**src/design/gcc_pkg.sv**
```systemverilog
package gcc_pkg;

  localparam int CNT_W = 12;

  localparam logic REQ_MEASURE = 1'b0;
  localparam logic REQ_TICK    = 1'b1;

  localparam logic [1:0] DUTY_OFF  = 2'd0;
  localparam logic [1:0] DUTY_HALF = 2'd1;
  localparam logic [1:0] DUTY_FULL = 2'd2;

  localparam logic DIR_OPEN  = 1'b0;
  localparam logic DIR_CLOSE = 1'b1;

  localparam int CFG_IDX_W  = 3;
  localparam int CFG_DATA_W = 16;

  localparam logic [CFG_IDX_W-1:0] CFG_HUM_LOW    = 3'd0;
  localparam logic [CFG_IDX_W-1:0] CFG_HUM_HIGH   = 3'd1;
  localparam logic [CFG_IDX_W-1:0] CFG_TEMP_LOW   = 3'd2;
  localparam logic [CFG_IDX_W-1:0] CFG_TEMP_HIGH  = 3'd3;
  localparam logic [CFG_IDX_W-1:0] CFG_LIGHT_LOW  = 3'd4;
  localparam logic [CFG_IDX_W-1:0] CFG_LIGHT_HIGH = 3'd5;

  typedef struct packed {
    logic [6:0]  hum_low;
    logic [6:0]  hum_high;
    logic [6:0]  temp_low;
    logic [6:0]  temp_high;
    logic [15:0] light_low;
    logic [15:0] light_high;
  } cfg_t;

  typedef struct packed {
    logic        req_type;
    logic [7:0]  temperature;
    logic [6:0]  humidity;
    logic [15:0] light_level;
  } item_t;

  typedef struct packed {
    logic       fan_on;
    logic       heater_on;
    logic       humidifier_on;
    logic       dehumidifier_on;
    logic       alarm_on;
    logic [3:0] coil_pattern;
    logic       shade_is_open;
    logic       shade_busy;
  } result_t;

  // Opening walks the coils from phase 3 down to phase 0, closing walks upward.
  function automatic logic [3:0] coil_seq(input logic dir, input logic [1:0] idx);
    logic [3:0] pat;
    if (dir == DIR_CLOSE) begin
      pat = 4'b0001 << idx;
    end else begin
      pat = 4'b1000 >> idx;
    end
    return pat;
  endfunction

endpackage

```
**src/design/greenhouse_climate_controller_unit.sv**
```systemverilog
// Greenhouse climate controller. Each input transaction is either a
// measurement (req_type 0) or a 1 ms tick (req_type 1) and yields exactly one
// result transaction showing fan, heater, humidity, alarm and shade state after
// the update. One transaction is accepted per clock while in_ready is high.
// It passes from the input register into the result register, which offers
// its result. The climate and shade state updates as the transaction moves
// from one register to the other.
// A stalled output holds the result register and, once the input register is
// also full, drops in_ready. Thresholds are written through cfg_we, cfg_index
// and cfg_data; the user must write them only while the block is idle, as the
// block itself does not enforce this.
module greenhouse_climate_controller_unit #(
  parameter int PWM_PERIOD  = 3000,
  parameter int SHADE_STEPS = 2150,
  parameter int STEP_TICKS  = 2
) (
  input  logic                            clk,
  input  logic                            rst,
  input  logic                            cfg_we,
  input  logic [gcc_pkg::CFG_IDX_W-1:0]   cfg_index,
  input  logic [gcc_pkg::CFG_DATA_W-1:0]  cfg_data,
  input  logic                            in_valid,
  output logic                            in_ready,
  input  logic                            req_type,
  input  logic [7:0]                      temperature,
  input  logic [6:0]                      humidity,
  input  logic [15:0]                     light_level,
  output logic                            out_valid,
  input  logic                            out_ready,
  output logic                            fan_on,
  output logic                            heater_on,
  output logic                            humidifier_on,
  output logic                            dehumidifier_on,
  output logic                            alarm_on,
  output logic [3:0]                      coil_pattern,
  output logic                            shade_is_open,
  output logic                            shade_busy
);
  import gcc_pkg::*;

  cfg_t    cfg;
  item_t   item_q;
  logic    item_full;
  logic    advance;
  result_t result;
  result_t res_q;

  gcc_cfg u_cfg (
    .clk       (clk),
    .rst       (rst),
    .cfg_we    (cfg_we),
    .cfg_index (cfg_index),
    .cfg_data  (cfg_data),
    .cfg       (cfg)
  );

  gcc_core #(
    .PWM_PERIOD  (PWM_PERIOD),
    .SHADE_STEPS (SHADE_STEPS),
    .STEP_TICKS  (STEP_TICKS)
  ) u_core (
    .clk     (clk),
    .rst     (rst),
    .advance (advance),
    .item    (item_q),
    .cfg     (cfg),
    .result  (result)
  );

  // move a transaction into the result register when that slot is free
  assign advance  = item_full && (!out_valid || out_ready);
  assign in_ready = !item_full || advance;

  always_ff @(posedge clk) begin
    if (rst) begin
      item_full <= 1'b0;
    end else if (in_ready) begin
      item_full <= in_valid;
    end
  end

  always_ff @(posedge clk) begin
    if (in_valid && in_ready) begin
      item_q.req_type    <= req_type;
      item_q.temperature <= temperature;
      item_q.humidity    <= humidity;
      item_q.light_level <= light_level;
    end
  end

  always_ff @(posedge clk) begin
    if (rst) begin
      out_valid <= 1'b0;
    end else if (advance) begin
      out_valid <= 1'b1;
    end else if (out_ready) begin
      out_valid <= 1'b0;
    end
  end

  always_ff @(posedge clk) begin
    if (advance) begin
      res_q <= result;
    end
  end

  assign fan_on          = res_q.fan_on;
  assign heater_on       = res_q.heater_on;
  assign humidifier_on   = res_q.humidifier_on;
  assign dehumidifier_on = res_q.dehumidifier_on;
  assign alarm_on        = res_q.alarm_on;
  assign coil_pattern    = res_q.coil_pattern;
  assign shade_is_open   = res_q.shade_is_open;
  assign shade_busy      = res_q.shade_busy;

endmodule

```
**src/design/gcc_cfg.sv**
```systemverilog
module gcc_cfg (
  input  logic                              clk,
  input  logic                              rst,
  input  logic                              cfg_we,
  input  logic [gcc_pkg::CFG_IDX_W-1:0]     cfg_index,
  input  logic [gcc_pkg::CFG_DATA_W-1:0]    cfg_data,
  output gcc_pkg::cfg_t                     cfg
);
  import gcc_pkg::*;

  always_ff @(posedge clk) begin
    if (rst) begin
      cfg.hum_low    <= 7'd40;
      cfg.hum_high   <= 7'd60;
      cfg.temp_low   <= 7'd21;
      cfg.temp_high  <= 7'd28;
      cfg.light_low  <= 16'd0;
      cfg.light_high <= 16'd0;
    end else if (cfg_we) begin
      case (cfg_index)
        CFG_HUM_LOW:    cfg.hum_low    <= cfg_data[6:0];
        CFG_HUM_HIGH:   cfg.hum_high   <= cfg_data[6:0];
        CFG_TEMP_LOW:   cfg.temp_low   <= cfg_data[6:0];
        CFG_TEMP_HIGH:  cfg.temp_high  <= cfg_data[6:0];
        CFG_LIGHT_LOW:  cfg.light_low  <= cfg_data;
        CFG_LIGHT_HIGH: cfg.light_high <= cfg_data;
        default: ;
      endcase
    end
  end

endmodule

```
**src/design/gcc_core.sv**
```systemverilog
module gcc_core #(
  parameter int PWM_PERIOD  = 3000,
  parameter int SHADE_STEPS = 2150,
  parameter int STEP_TICKS  = 2
) (
  input  logic            clk,
  input  logic            rst,
  input  logic            advance,
  input  gcc_pkg::item_t  item,
  input  gcc_pkg::cfg_t   cfg,
  output gcc_pkg::result_t result
);
  import gcc_pkg::*;

  localparam logic [CNT_W:0]   PERIOD_W   = (CNT_W+1)'(PWM_PERIOD);
  localparam logic [CNT_W-1:0] HALF_CMP   = CNT_W'(PWM_PERIOD / 2);
  localparam logic [CNT_W-1:0] FULL_CMP   = CNT_W'(PWM_PERIOD);
  localparam logic [CNT_W-1:0] STEPS_W    = CNT_W'(SHADE_STEPS);
  localparam logic [1:0]       STEP_TICKS_W = 2'(STEP_TICKS);

  logic [CNT_W-1:0] pwm_counter, pwm_counter_next;
  logic [1:0]       fan_duty, fan_duty_next;
  logic             heater_flag, heater_flag_next;
  logic             humidifier_flag, humidifier_flag_next;
  logic             dehumidifier_flag, dehumidifier_flag_next;
  logic             alarm_flag, alarm_flag_next;
  logic             shade_open_flag, shade_open_flag_next;
  logic             move_active, move_active_next;
  logic             move_direction, move_direction_next;
  logic [CNT_W-1:0] move_step_count, move_step_count_next;
  logic             tick_divider, tick_divider_next;
  logic [3:0]       coil_register, coil_register_next;

  logic [CNT_W:0]   pwm_inc;
  logic [CNT_W-1:0] step_inc;
  logic [8:0]       fan_limit;
  logic             t_high, t_low, h_high, h_low, l_high, l_low;
  logic [CNT_W-1:0] fan_cmp;

  always_comb begin
    pwm_counter_next       = pwm_counter;
    fan_duty_next          = fan_duty;
    heater_flag_next       = heater_flag;
    humidifier_flag_next   = humidifier_flag;
    dehumidifier_flag_next = dehumidifier_flag;
    alarm_flag_next        = alarm_flag;
    shade_open_flag_next   = shade_open_flag;
    move_active_next       = move_active;
    move_direction_next    = move_direction;
    move_step_count_next   = move_step_count;
    tick_divider_next      = tick_divider;
    coil_register_next     = coil_register;

    pwm_inc   = {1'b0, pwm_counter} + (CNT_W+1)'(1);
    step_inc  = move_step_count + CNT_W'(1);
    fan_limit = {3'b000, cfg.temp_high[6:1]} + {2'b00, cfg.temp_high};
    t_high    = item.temperature >= {1'b0, cfg.temp_high};
    t_low     = item.temperature < {1'b0, cfg.temp_low};
    h_high    = item.humidity >= cfg.hum_high;
    h_low     = item.humidity < cfg.hum_low;
    l_high    = item.light_level >= cfg.light_high;
    l_low     = item.light_level < cfg.light_low;

    if (item.req_type == REQ_TICK) begin
      pwm_counter_next = (pwm_inc >= PERIOD_W) ? '0 : pwm_inc[CNT_W-1:0];
      if (move_active) begin
        if ({1'b0, tick_divider} + 2'd1 >= STEP_TICKS_W) begin
          tick_divider_next = 1'b0;
          if (step_inc >= STEPS_W) begin
            // last pattern stays on the coils
            move_active_next     = 1'b0;
            move_step_count_next = '0;
            shade_open_flag_next = (move_direction == DIR_OPEN);
          end else begin
            move_step_count_next = step_inc;
            coil_register_next   = coil_seq(move_direction, step_inc[1:0]);
          end
        end else begin
          tick_divider_next = 1'b1;
        end
      end
    end else begin
      if (t_high) begin
        fan_duty_next = ({1'b0, item.temperature} < fan_limit) ? DUTY_HALF : DUTY_FULL;
      end else begin
        fan_duty_next = DUTY_OFF;
      end
      heater_flag_next = t_low;

      if (h_high || h_low) begin
        if (h_high) dehumidifier_flag_next = 1'b1;
        if (h_low)  humidifier_flag_next   = 1'b1;
      end else begin
        humidifier_flag_next   = 1'b0;
        dehumidifier_flag_next = 1'b0;
      end

      if (l_high || l_low) begin
        if (!move_active) begin
          if (l_low && !shade_open_flag) begin
            move_active_next     = 1'b1;
            move_direction_next  = DIR_OPEN;
            move_step_count_next = '0;
            tick_divider_next    = 1'b0;
            coil_register_next   = coil_seq(DIR_OPEN, 2'd0);
          end else if (l_high && shade_open_flag) begin
            move_active_next     = 1'b1;
            move_direction_next  = DIR_CLOSE;
            move_step_count_next = '0;
            tick_divider_next    = 1'b0;
            coil_register_next   = coil_seq(DIR_CLOSE, 2'd0);
          end
        end
      end else if (!move_active) begin
        coil_register_next = 4'b0000;
      end

      alarm_flag_next = t_high || t_low || h_high || h_low || l_high || l_low;
    end
  end

  always_comb begin
    case (fan_duty_next)
      DUTY_HALF: fan_cmp = HALF_CMP;
      DUTY_FULL: fan_cmp = FULL_CMP;
      default:   fan_cmp = '0;
    endcase
    result.fan_on          = pwm_counter_next < fan_cmp;
    result.heater_on       = heater_flag_next;
    result.humidifier_on   = humidifier_flag_next;
    result.dehumidifier_on = dehumidifier_flag_next;
    result.alarm_on        = alarm_flag_next;
    result.coil_pattern    = coil_register_next;
    result.shade_is_open   = shade_open_flag_next;
    result.shade_busy      = move_active_next;
  end

  always_ff @(posedge clk) begin
    if (rst) begin
      pwm_counter       <= '0;
      fan_duty          <= DUTY_OFF;
      heater_flag       <= 1'b0;
      humidifier_flag   <= 1'b0;
      dehumidifier_flag <= 1'b0;
      alarm_flag        <= 1'b0;
      shade_open_flag   <= 1'b0;
      move_active       <= 1'b0;
      move_direction    <= DIR_OPEN;
      move_step_count   <= '0;
      tick_divider      <= 1'b0;
      coil_register     <= 4'b0000;
    end else if (advance) begin
      pwm_counter       <= pwm_counter_next;
      fan_duty          <= fan_duty_next;
      heater_flag       <= heater_flag_next;
      humidifier_flag   <= humidifier_flag_next;
      dehumidifier_flag <= dehumidifier_flag_next;
      alarm_flag        <= alarm_flag_next;
      shade_open_flag   <= shade_open_flag_next;
      move_active       <= move_active_next;
      move_direction    <= move_direction_next;
      move_step_count   <= move_step_count_next;
      tick_divider      <= tick_divider_next;
      coil_register     <= coil_register_next;
    end
  end

endmodule

```
**config.mk**
```make
export PLATFORM = sky130hd
export DESIGN_NAME = greenhouse_climate_controller_unit
export DESIGN_NICKNAME = d
export VERILOG_FILES = /design/src/design/gcc_pkg.sv /design/src/design/greenhouse_climate_controller_unit.sv /design/src/design/gcc_cfg.sv /design/src/design/gcc_core.sv
export SDC_FILE = /design/constraint.sdc
export NUM_CORES = 1
export LEC_CHECK = 0
export ABC_AREA = 1
export BUFFER_PORTS_ARGS = -buffer_cell sky130_fd_sc_hd__buf_4
export CAP_MARGIN = 15
export CORE_MARGIN = 3
export CORE_UTILIZATION = 45
export DETAILED_ROUTE_END_ITERATION = 8
export PLACE_DENSITY = 0.61
export SLEW_MARGIN = 40
export SYNTH_ARGS = -nofsm -noshare
export SYNTH_HDL_FRONTEND = slang
export SYNTH_SLANG_ARGS = --single-unit
```
**constraint.sdc**
```tcl
create_clock -name clk -period 5.15 [get_ports clk]
set_input_delay 1.03 -clock clk [delete_from_list [all_inputs] [get_ports clk]]
set_output_delay 1.03 -clock clk [all_outputs]
set_load 0.02 [all_outputs]
```
==> results_dict.tcl, run 1 <==
set metrics [dict create \
    status "finished clean" \
    first_global_vias 6459 \
    ys_warn_count 0 \
    grt_pass1_wl_um 31200 \
    cts_tree "yes" \
    hold_start "u_cfg.cfg[25]$_SDFFE_PP0P_" \
    power.density_mw_per_mm2 300 \
    reg2regPathDepth 23 \
    min_to "u_cfg.cfg[25]$_SDFFE_PP0P_" \
    num_antenna_cells 0 \
    pre_cts_ws_ps 934 \
    worstPathArrival_ps 4490 \
    cp-end-kind "flip-flop" \
    yosysTopAreaCellShare_pct 24.5 \
    routed_wl_um 18400 \
    cts_sinks 143 \
    reg2reg_to "fan_on$_DFFE_PP_" \
    avgSynthCellArea_um2 7.94 \
    synth_top_cell_by_area "dfxtp_1" \
    final-hold-violation-count 0 \
    async_flop_share_pct 0 \
    worstSetupStartpointType "flip-flop" \
    rows 48 \
    pin_count 69 \
    drtAntennaViolNets 0 \
    numPortBuffers 68 \
    fin_crit_sh_pct 82.0 \
    synth_nets 1176 \
    setup-tns-final_ps 0 \
    syn-cell-area_mm2 0.00816 \
    rsz0062_at_grt "false" \
    placed_cells 1297 \
    slew_headroom_pct 50.1 \
    setup_ws_ps 927 \
    drc_errors 0 \
    grt.total_usage_pct 19.3 \
    cts_made_buffers 17 \
    fmax_mhz 237 \
    r2r_setup_slack_ps 930 \
    cp.required_ps 5420 \
    hp-class "reg -> reg" \
    synth.most_common_cell "nand2_1" \
    routedWlPerCell_um 13.9 \
    grt_max_degree 38 \
    gp_congestion 0.812 \
    die_h_um 141 \
    hold_depth 2 \
    grt_overflow 0 \
    vias 6764 \
    antenna_found_initial 0 \
    vias_per_cell 5.09 \
    clock_latency_ps 420 \
    leakage_nw 4.12 \
    syn_inst 1028 \
    die_w_um 141 \
    fin_skew_ps 8.63 \
    drt_iter0_markers 296 \
    finalNonFillerCells 1329 \
    synthTopCellsByCount "nand2_1 (196), inv_1 (146), a21oi_1 (116)" \
    maxSlewViolCount 0 \
    fin_crit_ps 4220 \
    crit_type "reg -> reg" \
    cp_max_fo 4 \
    initial_utilization_pct 46.5 \
    dp_hpwl_um 13400 \
    total_power_mw 2.84 \
    seq_area_frac_synth_pct 40.4 \
    synth_edf_count 43 \
    synth.area.top_cells "dfxtp_1 (25%), edfxtp_1 (16%), ha_1 (14%)" \
    ys.flop_type "dfxtp_1" \
    tightest_slew_ps 746 \
    synth_seq_cells 143 \
    finalSetupViolations 0 \
    layout-drive-gt1-share_pct 12.3 \
    cts-resized-gates 0 \
    max-cap-violations 0 \
    r2r_start "u_cfg.cfg[32]$_SDFFE_PP0P_" \
    die_area_mm2 0.0198 \
    fin_nets 1239 \
    root_buffer "clkbuf_16" \
    ctsHoldBuffers 0 \
    dr.pass1.iters 5 \
    post_cts_buffers 0 \
    ir_drop_uv 297 \
    clk_pin_slew_ps 60 \
    syn2layout_area_growth_pct 15.9 \
    clock_path_buffers 2 \
    synthDistinctLibCells 43 \
    cts_max_level 4 \
    coreArea_mm2 0.0175 \
]
## registers in the layout, indices dropped and copies added, names as in the netlist, 2 cells and up
register                cells
u_cfg.cfg                  60
item_q                     32
coil_pattern                4
u_core.coil_register        4
u_core.fan_duty             2
u_core.move_step_count     12
u_core.pwm_counter         12
## final cells by class
| type | instances | area (um^2) |
|---|---|---|
| flip-flops and latches | 143 | 3290 |
| clock inverters | 9 | 105 |
| fillers | 1702 | 8080 |
| repair buffers | 72 | 541 |
| well taps | 225 | 282 |
| clock buffers | 23 | 498 |
| multi-input cells | 707 | 4180 |
| inverters | 150 | 563 |
## worst max-delay path: stages (launching register included)
cell and delay (ps):
dfxtp_1 350, ha_1 180, inv_1 60, fa_1 390
o21ai_0 300, nand2_1 90, a21oi_1 140, nor2_1 60
xor2_1 150, ha_1 310, a21o_1 170, a21oi_1 120
nand3_1 90, nand2_1 60, inv_1 60, a21oi_1 180
inv_1 90, ha_1 370, ha_1 330, nand2_1 90
nor2_1 50, a211oi_1 180, o221ai_1 130, a21oi_1 130
## routing by layer
| layer | track usage [%] | share of wire [%] | vias to the layer above |
|---|---|---|---|
| met2 | 30.6 | 45 | 121 |
| met5 | 0 | 0 | - |
| met1 | 26.4 | 49 | 3045 |
| met3 | 4.44 | 4.4 | 23 |
| li1 | - | - | 3575 |
| met4 | 5.76 | 1.7 | 0 |
## power by group
part / internal, mW / switching [mW]
Clock: 0.776 / 0.473
Sequential: 1.21 / 0.0301
Combinational: 0.136 / 0.210
## cells by family after synthesis
group,synth area share [%]
xor+xnor,1.38
flops,40.4
simple gates,19.7
fa+ha+maj,14.2
compound gates,16.0
buf+inv,8.42
## worst max path at each step
stage                               startpoint                to  cells past startpoint
floorplan           u_cfg.cfg[33]$_SDFFE_PP0P_  fan_on$_DFFE_PP_                     23
global placement    u_cfg.cfg[33]$_SDFFE_PP0P_  fan_on$_DFFE_PP_                     23
detailed placement  u_cfg.cfg[32]$_SDFFE_PP0P_  fan_on$_DFFE_PP_                     23
CTS                 u_cfg.cfg[33]$_SDFFE_PP0P_  fan_on$_DFFE_PP_                     23
global route        u_cfg.cfg[33]$_SDFFE_PP0P_  fan_on$_DFFE_PP_                     23
finish              u_cfg.cfg[32]$_SDFFE_PP0P_  fan_on$_DFFE_PP_                     23
## layout by cell type, fill, tap and decap left out, types with 3 or more instances in the layout
master / synthesis / final
inv_1: 146 / 143
a21oi_1: 116 / 116
o22ai_1: 6 / 6
a21o_1: 3 / 3
nor3_1: 11 / 11
inv_2: 2 / 5
nor2_4: 4 / 4
nand3_1: 43 / 43
ha_1: 91 / 91
nand4_1: 16 / 16
and3_1: 4 / 4
clkbuf_16: 0 / 17
o21ai_1: 3 / 3
nor2_1: 64 / 64
o211ai_1: 10 / 10
edfxtp_1: 43 / 43
clkbuf_8: 0 / 5
nand2_1: 196 / 196
xor2_1: 9 / 9
o21ai_0: 90 / 90
buf_4: 2 / 72
nand2_2: 5 / 5
nand3_2: 9 / 9
nor2_2: 4 / 4
dfxtp_1: 100 / 100
a21oi_2: 3 / 3
o21a_1: 3 / 3
a211oi_1: 3 / 3
clkinv_1: 2 / 3
## stage by stage
step           hold WS [ps]  cell area [um^2]  utilization [%]
6_report                459              9460             53.9
5_1_grt                 474              9460             53.9
4_1_cts                 463              9460             53.9
3_5_place_dp            454              8860             50.5
3_3_place_gp            448              8860             50.5
2_1_floorplan           429              8160                -
Note: power is estimated with default switching activity, not from simulation.
==> run 2, diff against run 1 <==
Settings changed: PLACE_DENSITY 0.61 to 0.63.
Clock period 5.15 ns to 3.5 ns, I/O delays scaled along.
==> results_dict.tcl, run 2 (synthesis results as in run 1) <==
set metrics [dict create \
    fmax_mhz 266 \
    syn2layout_area_growth_pct 21.0 \
    grt.total_usage_pct 20.0 \
    clk_pin_slew_ps 60 \
    ir_drop_uv 515 \
    status "complete, but fails checks" \
    total_power_mw 4.31 \
    final-hold-violation-count 0 \
    finalInstanceArea_mm2 0.00988 \
    num_antenna_cells 0 \
    cts_max_level 4 \
    p_clk_share_pct 43.4 \
    clock_path_buffers 2 \
    die_area_mm2 0.0198 \
    routedWlPerCell_um 14.1 \
    drtAntennaViolNets 0 \
    setup_ws_ps -265 \
    rsz0062_at_grt "true" \
    die_h_um 141 \
    placedInstanceArea_mm2 0.00900 \
    cts_tree "yes" \
    slowest_stage "dfxtp_2" \
    gp_congestion 0.841 \
    p_seq_share_pct 42.5 \
    initial_utilization_pct 46.5 \
    dp_hpwl_um 13400 \
    crit_type "reg -> reg" \
    tightest_slew_ps 832 \
    violations "negative setup slack" \
    top_regs "u_cfg.cfg (60), item_q (32)" \
    maxSlewViolCount 0 \
    cts_sinks 143 \
    die_w_um 141 \
    coreArea_mm2 0.0175 \
    cp.required_ps 3870 \
    layout_common_cells "nand2_1 (194), inv_1 (138), a21oi_1 (110)" \
    grt_pass1_wl_um 32100 \
    cp-end-kind "flip-flop" \
    drc_errors 0 \
    clock_latency_ps 420 \
    numPortBuffers 68 \
    hp-class "in -> reg" \
    hold_slack_ps 452 \
    largest_reg_flops 60 \
    power_switching_mw 1.08 \
    vias 6879 \
    leakage_nw 4.26 \
    drt_iter0_markers 331 \
    worstSetupStartpointType "flip-flop" \
    fin_crit_ps 3760 \
    fin_skew_ps 7.75 \
    routed_wl_um 19100 \
    vias_per_cell 5.07 \
    antenna_found_initial 0 \
    intPower_mw 3.23 \
    slew_headroom_pct 44.3 \
    fin_nets 1266 \
    dr.pass1.iters 5 \
    pin_count 69 \
    finalSetupViolations 2 \
    worstPathArrival_ps 4130 \
    placed_cells 1312 \
    combPwrFrac_pct 14.1 \
    layout-drive-gt1-share_pct 17.1 \
    root_buffer "clkbuf_16" \
    ctsHoldBuffers 0 \
    layout_commonest_cell "nand2_1" \
    power.density_mw_per_mm2 436 \
    fin_crit_sh_pct 108 \
    finalNonFillerCells 1356 \
    max-cap-violations 0 \
    grt_max_degree 48 \
    rows 48 \
    cts_made_buffers 17 \
    setup-tns-final_ps -508 \
    regMostFlops "u_cfg.cfg" \
    switching_share_pct 25.1 \
    crit_top_cell "buf_4" \
    cp_max_fo 2 \
    grt_overflow 0 \
    nFillCells 1636 \
    first_global_vias 6761 \
    max_stage_delay_ps 360 \
]
[run 2: area by class of cell]
type	instances	area [um^2]	share of cell area [%]
sequential	143	3300	33.4
clock inverter	9	131	1.33
clock buffer	23	479	4.85
timing repair buffer	99	759	7.69
tap	225	282	2.85
inverter	150	566	5.73
multi-input combinational	707	4360	44.2
[run 2: worst paths after layout]
path	cells after the start	end	startpoint	slack, ps
hold reg to reg	2	u_cfg.cfg[23]$_SDFFE_PP0P_	u_cfg.cfg[23]$_SDFFE_PP0P_	460
setup / recovery	28	u_core.fan_duty[0]$_SDFFE_PP0P_	u_cfg.cfg[32]$_SDFFE_PP0P_	-260
setup reg to reg	28	u_core.fan_duty[0]$_SDFFE_PP0P_	u_cfg.cfg[32]$_SDFFE_PP0P_	-260
hold / removal	1	item_q[16]$_DFFE_PP_	humidity[0]	450
[run 2: through the flow]
stage | setup WS [ps] | util [%]
after floorplan | 8.86 | -
after global placement | -215 | 51.3
after detailed placement | -326 | 51.3
after CTS | -298 | 55.8
after global routing | -471 | 56.3
final | -265 | 56.3
[run 2: routing by layer]
metal	routed length, um	vias up	share of wire (%)	track usage [%]
met1	9230	3103	48	26.9
met5	0	-	0	0
met2	8840	132	46	32.4
met3	850	21	4.4	4.10
li1	-	3623	-	-
met4	210	0	1.1	6.17
[run 2: power by group through the flow]
stage	registers [mW]	clock network, mW	logic (mW)
finish	1.83	1.87	0.608
global placement	1.86	0	0.519
detailed placement	1.86	0	0.532
floorplan	1.86	0	0.344
CTS	1.83	1.91	0.580
global route	1.84	1.99	0.694
[run 2: worst max-delay path, delay by kind of cell (launching register included)]
kind            cells  cell delay (ps)
buf+inv            13             1340
fa+ha+maj           3              790
compound gates      6              750
flops               1              360
simple gates        5              340
xor+xnor            1              130
[run 2: repair_timing]
action                                  CTS  global route
setup buffers                            11             1
resized for setup                        21            15
pin swaps                                19            13
endpoints found under the setup margin    1             2
